## src/b64c_pkg.sv

```systemverilog
`timescale 1ns / 1ps
// ----------------------------------------------------------------------------
// b64c_pkg
// Shared types, character codes and alphabet functions for the base64 codec.
// ----------------------------------------------------------------------------
package b64c_pkg;

  localparam logic MODE_ENC = 1'b0;
  localparam logic MODE_DEC = 1'b1;

  localparam logic [7:0] CHAR_PAD = 8'h3D;   // '='
  localparam logic [7:0] CHAR_NL  = 8'h0A;   // newline

  localparam int JOBQ_DEPTH = 4;
  localparam int JOBQ_AW    = $clog2(JOBQ_DEPTH);

  // One unit of work for the back end: a completed group and how to emit it.
  typedef struct packed {
    logic [23:0] bits;
    logic        dec;
    logic [2:0]  n_real;  // data characters or bytes
    logic [1:0]  n_pad;   // '=' characters after the data
    logic        nl;      // trailing newline
    logic        bad;
    logic        last;
  } b64c_job_t;

  // Sextet to alphabet character.
  function automatic logic [7:0] enc_char(input logic [5:0] s);
    logic [7:0] s8;
    s8 = {2'b00, s};
    if (s < 6'd26)      return 8'(8'h41 + s8);
    else if (s < 6'd52) return 8'(8'h61 + s8 - 8'd26);
    else if (s < 6'd62) return 8'(8'h30 + s8 - 8'd52);
    else if (s == 6'd62) return 8'h2B;
    else                return 8'h2F;
  endfunction

  // Character to sextet; bit 6 set when the character is outside the alphabet.
  function automatic logic [6:0] sextet_of(input logic [7:0] c);
    if (c inside {[8'h41:8'h5A]})      return {1'b0, 6'(c - 8'h41)};
    else if (c inside {[8'h61:8'h7A]}) return {1'b0, 6'(c - 8'h61 + 8'd26)};
    else if (c inside {[8'h30:8'h39]}) return {1'b0, 6'(c - 8'h30 + 8'd52)};
    else if (c == 8'h2B)               return {1'b0, 6'd62};
    else if (c == 8'h2F)               return {1'b0, 6'd63};
    else                               return 7'h40;
  endfunction

endpackage

```

## src/b64c_front.sv

```systemverilog
`timescale 1ns / 1ps
// ----------------------------------------------------------------------------
// b64c_front
// Accepts input requests, gathers groups and issues a job per finished group.
// ----------------------------------------------------------------------------
module b64c_front (
  input  logic                clk,
  input  logic                rst_n,
  input  logic                cfg_wr_en,
  input  logic                cfg_wr_data,
  input  logic                in_tvalid,
  output logic                in_tready,
  input  logic [7:0]          in_tdata,
  input  logic                in_tlast,
  input  logic                full_i,
  output logic                push_o,
  output b64c_pkg::b64c_job_t job_o
);
  import b64c_pkg::*;

  logic        mode_r;
  logic [23:0] bits_r, bits_nxt;
  logic [1:0]  cnt_r, cnt_nxt;
  logic [1:0]  pad_r, pad_nxt;
  logic        bad_r, bad_nxt;

  logic        accept;
  logic [23:0] merged;
  logic [1:0]  cnt_inc;
  logic [6:0]  sext;
  logic [5:0]  v;
  logic [1:0]  pad_inc;
  logic        bad_inc;

  assign in_tready = !full_i;
  assign accept    = in_tvalid && !full_i;

  always_comb begin
    bits_nxt = bits_r;
    cnt_nxt  = cnt_r;
    pad_nxt  = pad_r;
    bad_nxt  = bad_r;
    job_o    = '0;
    push_o   = 1'b0;
    sext     = sextet_of(in_tdata);
    v        = sext[6] ? 6'd0 : sext[5:0];
    pad_inc  = pad_r;
    bad_inc  = bad_r;
    cnt_inc  = 2'(cnt_r + 2'd1);
    case (cnt_r)
      2'd0:    merged = bits_r | {in_tdata, 16'h0};
      2'd1:    merged = bits_r | {8'h0, in_tdata, 8'h0};
      default: merged = bits_r | {16'h0, in_tdata};
    endcase
    job_o.last = in_tlast;

    if (accept) begin
      if (mode_r == MODE_ENC) begin
        job_o.bits = merged;
        job_o.dec  = 1'b0;
        if (cnt_r >= 2'd2) begin
          job_o.n_real = 3'd4;
          job_o.nl     = in_tlast;
          push_o       = 1'b1;
          bits_nxt     = '0;
          cnt_nxt      = '0;
        end else if (in_tlast) begin
          // pad the short group and close the message
          job_o.n_real = (cnt_inc == 2'd2) ? 3'd3 : 3'd2;
          job_o.n_pad  = (cnt_inc == 2'd2) ? 2'd1 : 2'd2;
          job_o.nl     = 1'b1;
          push_o       = 1'b1;
          bits_nxt     = '0;
          cnt_nxt      = '0;
        end else begin
          bits_nxt = merged;
          cnt_nxt  = cnt_inc;
        end
      end else begin
        if (in_tdata != CHAR_NL) begin
          if (in_tdata == CHAR_PAD) begin
            v = 6'd0;
            if (pad_r != 2'd3) pad_inc = 2'(pad_r + 2'd1);
          end else if (sext[6]) begin
            bad_inc = 1'b1;
          end
          job_o.bits = {bits_r[17:0], v};
          job_o.dec  = 1'b1;
          job_o.bad  = bad_inc;
          if (cnt_r == 2'd3) begin
            job_o.n_real = 3'(2'd3 - pad_inc);
            push_o       = (pad_inc != 2'd3);
            bits_nxt     = '0;
            cnt_nxt      = '0;
            pad_nxt      = '0;
            bad_nxt      = 1'b0;
          end else begin
            bits_nxt = {bits_r[17:0], v};
            cnt_nxt  = cnt_inc;
            pad_nxt  = pad_inc;
            bad_nxt  = bad_inc;
          end
        end
        if (in_tlast) begin
          // drop any short group
          bits_nxt = '0;
          cnt_nxt  = '0;
          pad_nxt  = '0;
          bad_nxt  = 1'b0;
        end
      end
    end
  end

  always_ff @(posedge clk) begin
    if (!rst_n) begin
      mode_r <= MODE_ENC;
      bits_r <= '0;
      cnt_r  <= '0;
      pad_r  <= '0;
      bad_r  <= 1'b0;
    end else if (cfg_wr_en) begin
      mode_r <= cfg_wr_data;
      bits_r <= '0;
      cnt_r  <= '0;
      pad_r  <= '0;
      bad_r  <= 1'b0;
    end else begin
      bits_r <= bits_nxt;
      cnt_r  <= cnt_nxt;
      pad_r  <= pad_nxt;
      bad_r  <= bad_nxt;
    end
  end

endmodule

```

## src/b64c_jobq.sv

```systemverilog
`timescale 1ns / 1ps
// ----------------------------------------------------------------------------
// b64c_jobq
// Short job queue between the front and back ends.
// ----------------------------------------------------------------------------
module b64c_jobq (
  input  logic                clk,
  input  logic                rst_n,
  input  logic                push_i,
  input  b64c_pkg::b64c_job_t push_data_i,
  output logic                full_o,
  input  logic                pop_i,
  output logic                head_valid_o,
  output b64c_pkg::b64c_job_t head_o
);
  import b64c_pkg::*;

  b64c_job_t            mem_r [JOBQ_DEPTH];
  logic [JOBQ_AW-1:0]   wr_ptr_r, rd_ptr_r;
  logic [JOBQ_AW:0]     cnt_r;

  assign full_o       = (cnt_r == (JOBQ_AW + 1)'(JOBQ_DEPTH));
  assign head_valid_o = (cnt_r != '0);
  assign head_o       = mem_r[rd_ptr_r];

  always_ff @(posedge clk) begin
    if (push_i) mem_r[wr_ptr_r] <= push_data_i;
  end

  always_ff @(posedge clk) begin
    if (!rst_n) begin
      wr_ptr_r <= '0;
      rd_ptr_r <= '0;
      cnt_r    <= '0;
    end else begin
      if (push_i) wr_ptr_r <= JOBQ_AW'(wr_ptr_r + 1'b1);
      if (pop_i)  rd_ptr_r <= JOBQ_AW'(rd_ptr_r + 1'b1);
      if (push_i && !pop_i)      cnt_r <= (JOBQ_AW + 1)'(cnt_r + 1'b1);
      else if (pop_i && !push_i) cnt_r <= (JOBQ_AW + 1)'(cnt_r - 1'b1);
    end
  end

endmodule

```

## src/b64c_back.sv

```systemverilog
`timescale 1ns / 1ps
// ----------------------------------------------------------------------------
// b64c_back
// Walks the head job into the output register, one result per unstalled cycle.
// ----------------------------------------------------------------------------
module b64c_back (
  input  logic                clk,
  input  logic                rst_n,
  input  logic                head_valid_i,
  input  b64c_pkg::b64c_job_t head_i,
  output logic                pop_o,
  output logic                out_tvalid,
  input  logic                out_tready,
  output logic [7:0]          out_tdata,
  output logic                out_tlast,
  output logic                out_tuser
);
  import b64c_pkg::*;

  logic [2:0] idx_r;
  logic [2:0] total;
  logic [2:0] pad_end;
  logic       load;
  logic       at_end;
  logic [5:0] sext;
  logic [7:0] dbyte;
  logic [7:0] ch;

  logic       out_tvalid_r;
  logic [7:0] out_tdata_r;
  logic       out_tlast_r;
  logic       out_tuser_r;

  assign pad_end = 3'(head_i.n_real + {1'b0, head_i.n_pad});
  assign total   = 3'(pad_end + {2'b0, head_i.nl});
  assign at_end  = (idx_r == 3'(total - 3'd1));
  assign load    = head_valid_i && (!out_tvalid_r || out_tready);
  assign pop_o   = load && at_end;

  always_comb begin
    case (idx_r[1:0])
      2'd0:    sext = head_i.bits[23:18];
      2'd1:    sext = head_i.bits[17:12];
      2'd2:    sext = head_i.bits[11:6];
      default: sext = head_i.bits[5:0];
    endcase
    case (idx_r[1:0])
      2'd0:    dbyte = head_i.bits[23:16];
      2'd1:    dbyte = head_i.bits[15:8];
      default: dbyte = head_i.bits[7:0];
    endcase
    if (idx_r < head_i.n_real) ch = head_i.dec ? dbyte : enc_char(sext);
    else if (idx_r < pad_end)  ch = CHAR_PAD;
    else                       ch = CHAR_NL;
  end

  always_ff @(posedge clk) begin
    if (load) begin
      out_tdata_r <= ch;
      out_tlast_r <= head_i.last && at_end;
      out_tuser_r <= head_i.dec && head_i.bad;
    end
  end

  always_ff @(posedge clk) begin
    if (!rst_n) begin
      out_tvalid_r <= 1'b0;
      idx_r        <= '0;
    end else begin
      if (load)            out_tvalid_r <= 1'b1;
      else if (out_tready) out_tvalid_r <= 1'b0;
      if (load) idx_r <= at_end ? 3'd0 : 3'(idx_r + 3'd1);
    end
  end

  assign out_tvalid = out_tvalid_r;
  assign out_tdata  = out_tdata_r;
  assign out_tlast  = out_tlast_r;
  assign out_tuser  = out_tuser_r;

endmodule

```

## src/base64_codec_core.sv

```systemverilog
`timescale 1ns / 1ps
// ----------------------------------------------------------------------------
// base64_codec_core
// Streaming base64 encoder/decoder with the standard alphabet.
// ----------------------------------------------------------------------------
// The front end takes one input request per cycle while its job queue has
// room; the back end emits one result per cycle from the queue head through
// an output register while out_tready does not stall it. A result passes
// through the job queue and then the output register. The single result
// port sets the rate: encoding emits four characters per three bytes, with
// padding and a newline added to the final group, and decoding sustains one
// character per cycle. Write cfg_wr_data (0 encode, 1 decode) only while
// the block is idle; the write discards any partial group. out_tuser flags
// decoded bytes from a group that held a character outside the alphabet.
module base64_codec_core (
  input  logic       clk,
  input  logic       rst_n,
  input  logic       cfg_wr_en,
  input  logic       cfg_wr_data,   // mode
  input  logic       in_tvalid,
  output logic       in_tready,
  input  logic [7:0] in_tdata,      // [7:0] data_byte
  input  logic       in_tlast,      // last_item
  output logic       out_tvalid,
  input  logic       out_tready,
  output logic [7:0] out_tdata,     // [7:0] out_byte
  output logic       out_tlast,     // last_out
  output logic       out_tuser      // [0] bad_char
);
  import b64c_pkg::*;

  logic      push;
  logic      full;
  logic      pop;
  logic      head_valid;
  b64c_job_t job;
  b64c_job_t head;

  b64c_front u_front (
    .clk         (clk),
    .rst_n       (rst_n),
    .cfg_wr_en   (cfg_wr_en),
    .cfg_wr_data (cfg_wr_data),
    .in_tvalid   (in_tvalid),
    .in_tready   (in_tready),
    .in_tdata    (in_tdata),
    .in_tlast    (in_tlast),
    .full_i      (full),
    .push_o      (push),
    .job_o       (job)
  );

  b64c_jobq u_jobq (
    .clk          (clk),
    .rst_n        (rst_n),
    .push_i       (push),
    .push_data_i  (job),
    .full_o       (full),
    .pop_i        (pop),
    .head_valid_o (head_valid),
    .head_o       (head)
  );

  b64c_back u_back (
    .clk          (clk),
    .rst_n        (rst_n),
    .head_valid_i (head_valid),
    .head_i       (head),
    .pop_o        (pop),
    .out_tvalid   (out_tvalid),
    .out_tready   (out_tready),
    .out_tdata    (out_tdata),
    .out_tlast    (out_tlast),
    .out_tuser    (out_tuser)
  );

endmodule
```

## config.mk

```make
export PLATFORM = sky130hd
export DESIGN_NAME = base64_codec_core
export DESIGN_NICKNAME = d
export VERILOG_FILES = /design/src/b64c_pkg.sv /design/src/b64c_front.sv /design/src/b64c_jobq.sv /design/src/b64c_back.sv /design/src/base64_codec_core.sv
export SDC_FILE = /design/constraint.sdc
export NUM_CORES = 1
export LEC_CHECK = 0
export BUFFER_PORTS_ARGS = -buffer_cell sky130_fd_sc_hd__buf_2
export CORE_MARGIN = 5
export CORE_UTILIZATION = 45
export CTS_CLUSTER_DIAMETER = 150
export DETAILED_ROUTE_END_ITERATION = 8
export GPL_TIMING_DRIVEN = 0
export PLACE_DENSITY_LB_ADDON = 0.3
export SLEW_MARGIN = 20
export SYNTH_ARGS = -nofsm -noshare
export SYNTH_HDL_FRONTEND = slang
export SYNTH_SLANG_ARGS = --single-unit
```

## constraint.sdc

```tcl
create_clock -name clk -period 5.4 [get_ports clk]
set_input_delay 0.81 -clock clk [delete_from_list [all_inputs] [get_ports clk]]
set_output_delay 0.81 -clock clk [all_outputs]
set_load 0.02 [all_outputs]
```

==> impl_metrics.py, run 1 <==
metrics = {
    "cells_and_area": {
        "antennaDiodeCount": 0,
        "seq_area_sq_um": 5120,
        "multi_input_area_sq_um": 3920,
        "drive_gt1_frac": 0.132,
        "syn2layout_area_growth_pct": 12.5,
        "fillers": 1761,
        "finalNetCount": 912,
        "final_common_cell": "edfxtp_1",
        "final_cell_mix": "142 x edfxtp_1, 79 x nor2_1, 64 x nand2_1",
        "stdcell_count": 1141,
    },
    "yosys": {
        "synth_edf_count": 142,
        "ys_async_sr_fraction": 0,
        "syn-num-nets": 864,
        "ys.flop_type": "edfxtp_1",
        "avgSynthCellArea_sq_um": 11.6,
        "yosys_register_bits": 185,
        "seq_area_frac_synth": 0.548,
        "synthTopCellsByArea": "edfxtp_1 46%, dfxtp_1 9.2%, mux4_2 5.5%",
        "synth_warnings": 0,
        "synth_top_cell_area_share": 0.456,
        "synthesis.area_sq_um": 9360,
        "synth_largest_area_cell": "edfxtp_1",
        "ys_types": 68,
        "synthCells": 810,
    },
    "global_route": {
        "grt_pass1_wl_mm": 35.5,
        "track_usage": 0.190,
        "grt_overflow_total": 0,
        "grt_antenna_before_repair": 0,
        "grt_pass1_vias": 6491,
        "grt_max_degree": 25,
    },
    "power_and_ir_drop": {
        "ir_drop_v": 0.000235,
        "p_per_area_nw_per_um2": 485,
        "fin_total_pwr_mw": 5.11,
        "p_leak_nw": 3.60,
    },
    "setup_path": {
        "arrival_ns": 5.08,
        "critPathKind": "reg2reg",
        "worstSetupStartpointType": "flip-flop",
        "worst_ep_required_time_ns": 5.76,
        "path_max_fanout": 19,
        "end_kind": "flip-flop",
    },
    "detailed_routing": {
        "via_per_inst": 5.78,
        "vias": 6600,
        "first_pass_iters": 5,
        "drtIter0Drc": 654,
        "post_drt_wl_per_cell_um": 19.5,
        "drc_errors": 0,
        "drtAntennaViolNets": 0,
        "totalWireLength_mm": 22.2,
    },
    "job": {
        "maxCapViolations": 0,
    },
    "floorplan": {
        "floorplan.initialDensity": 0.460,
        "core_sq_um": 20400,
        "die_h_um": 154,
        "num_rows": 52,
        "ioPinCount": 27,
        "die_width_um": 154,
        "die-area_sq_um": 23800,
    },
    "worst_hold_path": {
        "hold_class": "reg2reg",
        "min_from": "u_back.out_tvalid",
    },
    "timing": {
        "timing.hold.ws_ns": 0.476,
        "hold_viol": 0,
        "drv_slew": 0,
        "finalCritPeriodShare": 0.875,
        "worstMarginPinSlew_ns": 0.991,
        "skew_ns": 0.0114,
        "maxSlewHeadroom": 0.340,
        "grt_setup_unrepaired": "false",
        "setup-tns-final_ns": 0,
        "max_freq_mhz": 212,
        "min_period_ns": 4.72,
        "setup_viol": 0,
        "fin_ws_ns": 0.677,
    },
    "clocking": {
        "clk_latency_ns": 0.43,
        "numClockSinks": 185,
        "cts_tree": "built",
        "cts.clk_slew.worst_paths_ns": 0.07,
        "cts-hold-fix-buffers": 0,
        "root_buffer": "clkbuf_16",
        "cts_buffer_depth": 2,
        "htree_levels": 4,
        "cts_made_buffers": 17,
    },
    "placement": {
        "dp.cells": 1110,
        "place_congestion": 0.901,
        "dpl.hpwl_mm": 15.8,
        "port_buffers": 26,
        "dpl_worst_slack_ns": -0.0495,
    },
    "run_status": {
        "status": "finished clean",
    },
}
==> metal layers <==
metal | part of all wire | track usage | routed length, um | up-vias
li1 | - | - | - | 3133
met1 | 0.44 | 0.262 | 9800 | 3189
met2 | 0.47 | 0.297 | 10500 | 234
met3 | 0.058 | 0.0352 | 1290 | 44
met4 | 0.030 | 0.0791 | 678 | 0
met5 | 0 | 0 | 0 | -
==> registers in the layout (all words and copies together), names as in the netlist, named ones only <==
signal             flops
u_back.out_tvalid      1
u_front.cnt_r          2
u_front.bad_r          1
u_back.idx_r           3
u_jobq.mem_r         132
u_front.mode_r         1
u_jobq.cnt_r           3
u_jobq.rd_ptr_r        2
u_back.out_tlast       1
u_front.pad_r          2
u_jobq.wr_ptr_r        2
u_back.out_tuser       1
u_back.out_tdata       8
u_front.bits_r        24
==> cells in the mapped netlist, types with 3 or more instances <==
cell type / count
o31ai_1: 4
a21boi_0: 5
buf_1: 4
a211oi_1: 24
nor3_1: 33
a22oi_1: 9
and2_1: 14
a221o_1: 3
o21ai_0: 46
mux4_2: 23
edfxtp_1: 142
buf_4: 6
a31oi_1: 8
a32oi_1: 4
nand2_1: 64
ha_1: 37
nor2_1: 79
o22ai_1: 7
nand2b_1: 16
inv_1: 34
or2_2: 3
a311oi_1: 4
nor4_1: 3
clkbuf_1: 29
a21oi_1: 50
xor2_1: 3
nand3_1: 12
buf_2: 3
dfxtp_1: 43
mux2i_1: 23
nor2b_1: 8
xnor2_1: 15
nand4_1: 4
==> repair_timing <==
action | CTS | global route
setup buffers | 0 | 0
gates resized for setup | 0 | 1
pin swaps | 0 | 0
endpoints found under the setup margin | 1 | 1
==> worst paths after layout <==
check,end,slack [ns],cells past startpoint
worst min register to register,u_back.out_tvalid,0.48,2
worst min-delay path,u_back.out_tvalid,0.48,2
worst max register to register,u_jobq.cnt_r[2],0.68,16
worst max-delay path,u_jobq.cnt_r[2],0.68,16
==> worst max-delay path: stages, from the launching register on <==
cell and delay [ns]:
dfxtp_1 0.43, buf_4 0.28, buf_2 0.46, mux4_2 0.58
ha_1 0.19, inv_1 0.06, fa_1 0.43, ha_1 0.32
xnor2_1 0.14, nor3_2 0.41, nand2_1 0.26, ha_1 0.30
inv_1 0.07, fa_1 0.17, xor2_1 0.07, or3_1 0.30
a21boi_0 0.17
==> power breakdown <==
| group | total [mW] | internal (mW) | switching, mW | leakage, nW |
|---|---|---|---|---|
| sequential | 1.80 | 1.73 | 0.0688 | 1.68 |
| combinational | 2.06 | 0.784 | 1.27 | 1.64 |
| clock | 1.25 | 0.695 | 0.551 | 0.279 |
| total | 5.11 | 3.21 | 1.89 | 3.60 |
==> stage by stage <==
step | area (sq um) | util
floorplan | 9360 | -
global placement | 9830 | 0.482
detailed placement | 9930 | 0.487
CTS | 10500 | 0.516
global route | 10500 | 0.517
finish | 10500 | 0.517
==> area by class of cell <==
class                   instances  share of cell area
plain buffers                  42              0.0182
clock buffers                  18              0.0408
clock inverters                14              0.0156
inverters                      36              0.0128
multi-input cells             546               0.372
flip-flops and latches        185               0.487
well taps                     270              0.0321
repair buffers                 30              0.0214
==> cell families (layout without fill, tap and decap cells) <==
family                   count (synthesis)  in the layout  synth area share
multiplexers                            48             48            0.0824
XOR/XNOR                                18             18            0.0168
AO/OA/AOI/OAI                          196            196             0.143
buffers and inverters                   79            140            0.0353
adder cells (fa/ha/maj)                 39             39            0.0538
AND/OR/NAND/NOR                        245            245             0.121
flip-flops                             185            185             0.548
(Power assumes the default switching activity.)
==> run 2, diff against run 1 <==
Settings changed: BUFFER_PORTS_ARGS -buffer_cell sky130_fd_sc_hd__buf_2 to default, DONT_BUFFER_PORTS from default to 1.
==> run 2 against run 1 <==
Compared with the run above: cell count is 2.3% lower; total power shrank 1.4%; register-to-register slack worse by 0.24 ns; clock power is essentially flat; non-clock buffer count is 26 lower; global-route usage shrank 0.21 points; critical path type unchanged.
==> impl_metrics.py, run 2 (synthesized netlist as in run 1, its figures left out) <==
metrics = {
    "clocking": {
        "root_buffer": "clkbuf_16",
        "htree_levels": 4,
        "numClockSinks": 185,
        "cts.clk_slew.worst_paths_ns": 0.07,
        "clk_latency_ns": 0.44,
        "cts_buffer_depth": 2,
        "cts_tree": "built",
        "cts_setup_buffers": 0,
        "cts_made_buffers": 17,
    },
    "timing": {
        "maxSlewHeadroom": 0.372,
        "grt_setup_unrepaired": "false",
        "finalCritPeriodShare": 0.920,
        "drv_slew": 0,
        "skew_ns": 0.0166,
        "max_freq_mhz": 201,
        "hold_viol": 0,
        "worstMarginPinSlew_ns": 0.930,
        "fin_ws_ns": 0.435,
        "setup-tns-final_ns": 0,
        "min_period_ns": 4.97,
        "timing.hold.ws_ns": 0.472,
        "setup_viol": 0,
    },
    "cells_and_area": {
        "final_common_cell": "edfxtp_1",
        "largest_reg_flops": 132,
        "drive_gt1_frac": 0.101,
        "stdcell_area_sq_um": 10400,
        "final_util": 0.510,
        "fillers": 1777,
        "stdcell_count": 1115,
        "largest_register": "u_jobq.mem_r",
        "syn2layout_area_growth_pct": 10.9,
        "antennaDiodeCount": 0,
        "finalNetCount": 886,
        "final_cell_mix": "142 x edfxtp_1, 79 x nor2_1, 64 x nand2_1",
    },
    "placement": {
        "dpl_worst_slack_ns": -0.0639,
        "dpl.hpwl_mm": 15.8,
        "port_buffers": 0,
        "post_dp_cell_area_sq_um": 9800,
        "place_congestion": 0.911,
        "dp.cells": 1084,
    },
    "detailed_routing": {
        "via_per_inst": 5.87,
        "drc_errors": 0,
        "post_drt_wl_per_cell_um": 19.8,
        "drtAntennaViolNets": 0,
        "first_pass_iters": 7,
        "totalWireLength_mm": 22.0,
        "vias": 6545,
        "drtIter0Drc": 704,
    },
    "setup_path": {
        "path_max_fanout": 19,
        "slowest_delay_ns": 0.57,
        "end_kind": "flip-flop",
        "arrival_ns": 5.34,
        "worst_ep_required_time_ns": 5.77,
        "crit_top_cell": "ha_1",
        "critPathBufInv": 4,
        "cp_slowest_cell": "mux4_2",
        "worstSetupStartpointType": "flip-flop",
        "critPathTopFamily": "adder cells",
        "path_cells": "buf_4, buf_2, mux4_2, ha_1, inv_1, fa_1, ha_1, xor2_1, xnor2_1, nor3_1, nand2_1, ha_1, inv_1, fa_1, xor2_1, or3_1, a21boi_0",
        "critPathKind": "reg2reg",
    },
    "worst_hold_path": {
        "hold_class": "in2reg",
    },
    "power_and_ir_drop": {
        "power_frac_seq": 0.371,
        "p_per_area_nw_per_um2": 485,
        "switching_share": 0.370,
        "cell_internal_pwr_mw": 3.17,
        "p_switching_mw": 1.86,
        "clkPwrFrac": 0.241,
        "p_leak_nw": 3.50,
        "comb_power_share": 0.388,
        "fin_total_pwr_mw": 5.03,
        "ir_drop_v": 0.000247,
    },
    "global_route": {
        "grt_antenna_before_repair": 1,
        "grt_overflow_total": 0,
        "grt_pass1_wl_mm": 35.1,
        "grt_max_degree": 28,
        "track_usage": 0.188,
        "grt_pass1_vias": 6464,
    },
    "floorplan": {
        "die_h_um": 154,
        "floorplan.initialDensity": 0.460,
        "die_width_um": 154,
        "core_sq_um": 20400,
        "ioPinCount": 27,
        "die-area_sq_um": 23800,
        "num_rows": 52,
    },
    "run_status": {
        "status": "finished clean",
    },
    "job": {
        "maxCapViolations": 0,
    },
}
==> run 2: cell types whose count changed in the layout (fill, tap and decap cells not counted), sizes merged <==
cell      previous run  this run
clkinvlp             4         2
inv                 42        41
clkinv               2         5
buf                 43        17
==> run 2: final cells by class <==
cell class                 count  area (sq um)  area share
timing repair buffer           4           103     0.00989
clock inverter                14           144      0.0139
inverter                      36           135      0.0130
buffer                        42           191      0.0184
sequential                   185          5120       0.494
tap                          270           338      0.0325
clock buffer                  18           429      0.0414
multi-input combinational    546          3910       0.377
==> run 2: what timing repair did <==
action,CTS,global route
gates resized for setup,0,0
endpoints found under the setup margin,2,0
hold buffers,0,0
==> run 2: power by group through the flow <==
stage / combinational, mW / sequential (mW) / clock (mW)
2_1_floorplan: 1.46 / 1.88 / 0
3_3_place_gp: 1.91 / 1.90 / 0
3_5_place_dp: 1.94 / 1.90 / 0
4_1_cts: 1.94 / 1.87 / 1.23
5_1_grt: 2.14 / 1.88 / 1.29
6_report: 1.95 / 1.87 / 1.22
==> run 2: worst paths after layout <==
kind	start	end	slack (ns)	cells past startpoint
max	flip-flop	u_jobq.cnt_r[2]	0.43	17
min	in_tlast	u_jobq.mem_r[2][0]	0.47	0
max reg2reg	flip-flop	u_jobq.cnt_r[2]	0.43	17
min reg2reg	u_front.bits_r[19]	u_front.bits_r[19]	0.50	2
==> run 2: layer usage <==
metal	vias up	track usage	share of wire
li1	3075	-	-
met1	3196	0.254	0.44
met2	242	0.309	0.48
met3	32	0.0293	0.059
met4	0	0.0656	0.023
met5	-	0	0
==> run 3, diff against run 2 <==
Settings changed: RECOVER_POWER from default to 100.
==> run 3 against run 2 <==
Compared with the run above: sequential cell count is the same; register-to-register slack barely moved; wire length barely moved; count of clock-buffer cells in the layout stayed put; global-route usage is the same; critical path type is now in2reg; largest cell class unchanged.
==> impl_metrics.py, run 3 (synthesized netlist as in run 1, its figures left out) <==
metrics = {
    "clocking": {
        "numClockSinks": 185,
        "root_buffer": "clkbuf_16",
        "cts_made_buffers": 17,
        "cts_tree": "built",
        "cts-hold-fix-buffers": 0,
        "clk_latency_ns": 0.44,
        "cts_buffer_depth": 2,
        "htree_levels": 4,
        "cts.clk_slew.worst_paths_ns": 0.07,
    },
    "setup_path": {
        "r2r-end": "u_jobq.cnt_r[2]",
        "r2r_setup_slack_ns": 0.42,
        "critPathKind": "in2reg",
        "path_cells": "clkbuf_1, inv_1, ha_1, and3_1, clkbuf_1, o21ai_0, nand3_1, a211oi_1, and2_0, dlymetal6s4s_1",
        "worstRegToRegCells": 17,
        "crit_top_cell": "clkbuf_1",
        "end_kind": "flip-flop",
        "worst_ep_required_time_ns": 5.45,
        "slowest_delay_ns": 0.98,
        "worstSetupStartpointType": "input port",
        "cp_slowest_cell": "dlymetal6s4s_1",
        "arrival_ns": 5.10,
        "path_max_fanout": 21,
    },
    "timing": {
        "finalCritPeriodShare": 0.935,
        "drv_slew": 0,
        "maxSlewHeadroom": 0.0790,
        "worstMarginPinSlew_ns": 1.37,
        "skew_ns": 0.0188,
        "setup-tns-final_ns": 0,
        "hold_viol": 0,
        "min_period_ns": 5.05,
        "timing.hold.ws_ns": 0.475,
        "setup_viol": 0,
        "grt_setup_unrepaired": "false",
        "fin_ws_ns": 0.349,
        "max_freq_mhz": 198,
    },
    "placement": {
        "port_buffers": 0,
        "dpl.hpwl_mm": 15.8,
        "dpl_worst_slack_ns": -0.0639,
        "dp.cells": 1084,
        "post_dp_cell_area_sq_um": 9800,
        "place_congestion": 0.911,
    },
    "cells_and_area": {
        "syn2layout_area_growth_pct": 9.85,
        "final_cell_mix": "142 x edfxtp_1, 79 x nor2_1, 64 x nand2_1",
        "final_common_cell": "edfxtp_1",
        "largest_reg_flops": 132,
        "finalNetCount": 886,
        "stdcell_area_sq_um": 10300,
        "drive_gt1_frac": 0.0911,
        "stdcell_count": 1115,
        "largest_register": "u_jobq.mem_r",
        "antennaDiodeCount": 0,
    },
    "floorplan": {
        "die-area_sq_um": 23800,
        "num_rows": 52,
        "ioPinCount": 27,
        "core_sq_um": 20400,
        "die_width_um": 154,
        "die_h_um": 154,
        "floorplan.initialDensity": 0.460,
    },
    "detailed_routing": {
        "first_pass_iters": 5,
        "via_per_inst": 5.88,
        "vias": 6561,
        "drtAntennaViolNets": 0,
        "totalWireLength_mm": 22.0,
        "drc_errors": 0,
        "drtIter0Drc": 705,
        "post_drt_wl_per_cell_um": 19.8,
    },
    "power_and_ir_drop": {
        "comb_power_share": 0.384,
        "p_switching_mw": 1.85,
        "p_per_area_nw_per_um2": 487,
        "switching_share": 0.370,
        "power_frac_seq": 0.373,
        "clkPwrFrac": 0.243,
        "cell_internal_pwr_mw": 3.15,
        "ir_drop_v": 0.000244,
        "p_leak_nw": 3.47,
    },
    "job": {
        "maxCapViolations": 0,
    },
    "global_route": {
        "track_usage": 0.188,
        "grt_antenna_before_repair": 1,
        "grt_max_degree": 28,
        "grt_overflow_total": 0,
        "grt_pass1_wl_mm": 35.1,
        "grt_pass1_vias": 6464,
    },
    "run_status": {
        "status": "finished clean",
    },
    "worst_hold_path": {
        "min_path_cells": 0,
        "min_from": "in_tlast",
        "holdPathEnd": "u_jobq.mem_r[1][0]",
        "hold_class": "in2reg",
    },
}
==> run 3: cell count changes in the layout (fill, tap and decap cells not counted), moves of 3 or more <==
cell | before | now
and2_0 | 0 | 11
and2_1 | 10 | 3
and2_2 | 5 | 1
buf_16 | 3 | 0
clkbuf_2 | 0 | 3
==> run 3: cell type report <==
| class | count | area [sq um] |
|---|---|---|
| repair buffers | 4 | 27.5 |
| well taps | 270 | 338 |
| clock buffers | 18 | 429 |
| fillers | 1794 | 10100 |
| inverters | 36 | 135 |
| clock inverters | 14 | 144 |
| flip-flops and latches | 185 | 5120 |
| plain buffers | 42 | 191 |
| multi-input cells | 546 | 3890 |
==> run 3: worst max path at each step <==
stage                           start             endpoint  slack (ns)  cells after the start
after CTS                   flip-flop      u_jobq.cnt_r[2]        0.38                     17
after global routing        flip-flop      u_jobq.cnt_r[2]        0.03                     17
after floorplan             flip-flop      u_jobq.cnt_r[2]        0.91                     17
after global placement      flip-flop      u_jobq.cnt_r[2]        0.01                     17
final                     in_tdata[1]  u_jobq.mem_r[0][28]        0.35                     10
after detailed placement    flip-flop      u_jobq.cnt_r[2]       -0.06                     18
==> run 3: what timing repair did <==
| action | 4_1_cts | 5_1_grt |
|---|---|---|
| setup endpoints to repair | 2 | 0 |
| buffers inserted | 0 | 0 |
| resized for setup | 0 | 0 |
| hold endpoints to repair | 0 | 0 |
==> run 3: power groups by stage <==
stage / Combinational, mW / Sequential [mW] / Clock [mW]
after floorplan: 1.46 / 1.88 / 0
after global placement: 1.91 / 1.90 / 0
after detailed placement: 1.94 / 1.90 / 0
after CTS: 1.94 / 1.87 / 1.23
after global routing: 2.11 / 1.88 / 1.29
final: 1.92 / 1.87 / 1.21
==> run 3: per-stage QoR <==
step / total power, mW / util
final: 5.00 / 0.505
after global routing: 5.29 / 0.505
after CTS: 5.04 / 0.509
after detailed placement: 3.84 / 0.481
after global placement: 3.81 / 0.476
after floorplan: 3.34 / -
==> run 3: worst max-delay path, delay by kind of cell <==
kind | cells | cell delay (ns)
buf+inv | 4 | 1.85
simple gates | 3 | 1.16
compound gates | 2 | 0.95
fa+ha+maj | 1 | 0.30
==> run 3: routing by layer <==
metal,track usage,part of all wire,vias up
met3,0.0293,0.064,33
li1,-,-,3076
met4,0.0656,0.024,0
met1,0.254,0.44,3194
met2,0.309,0.47,258
met5,0,0,-
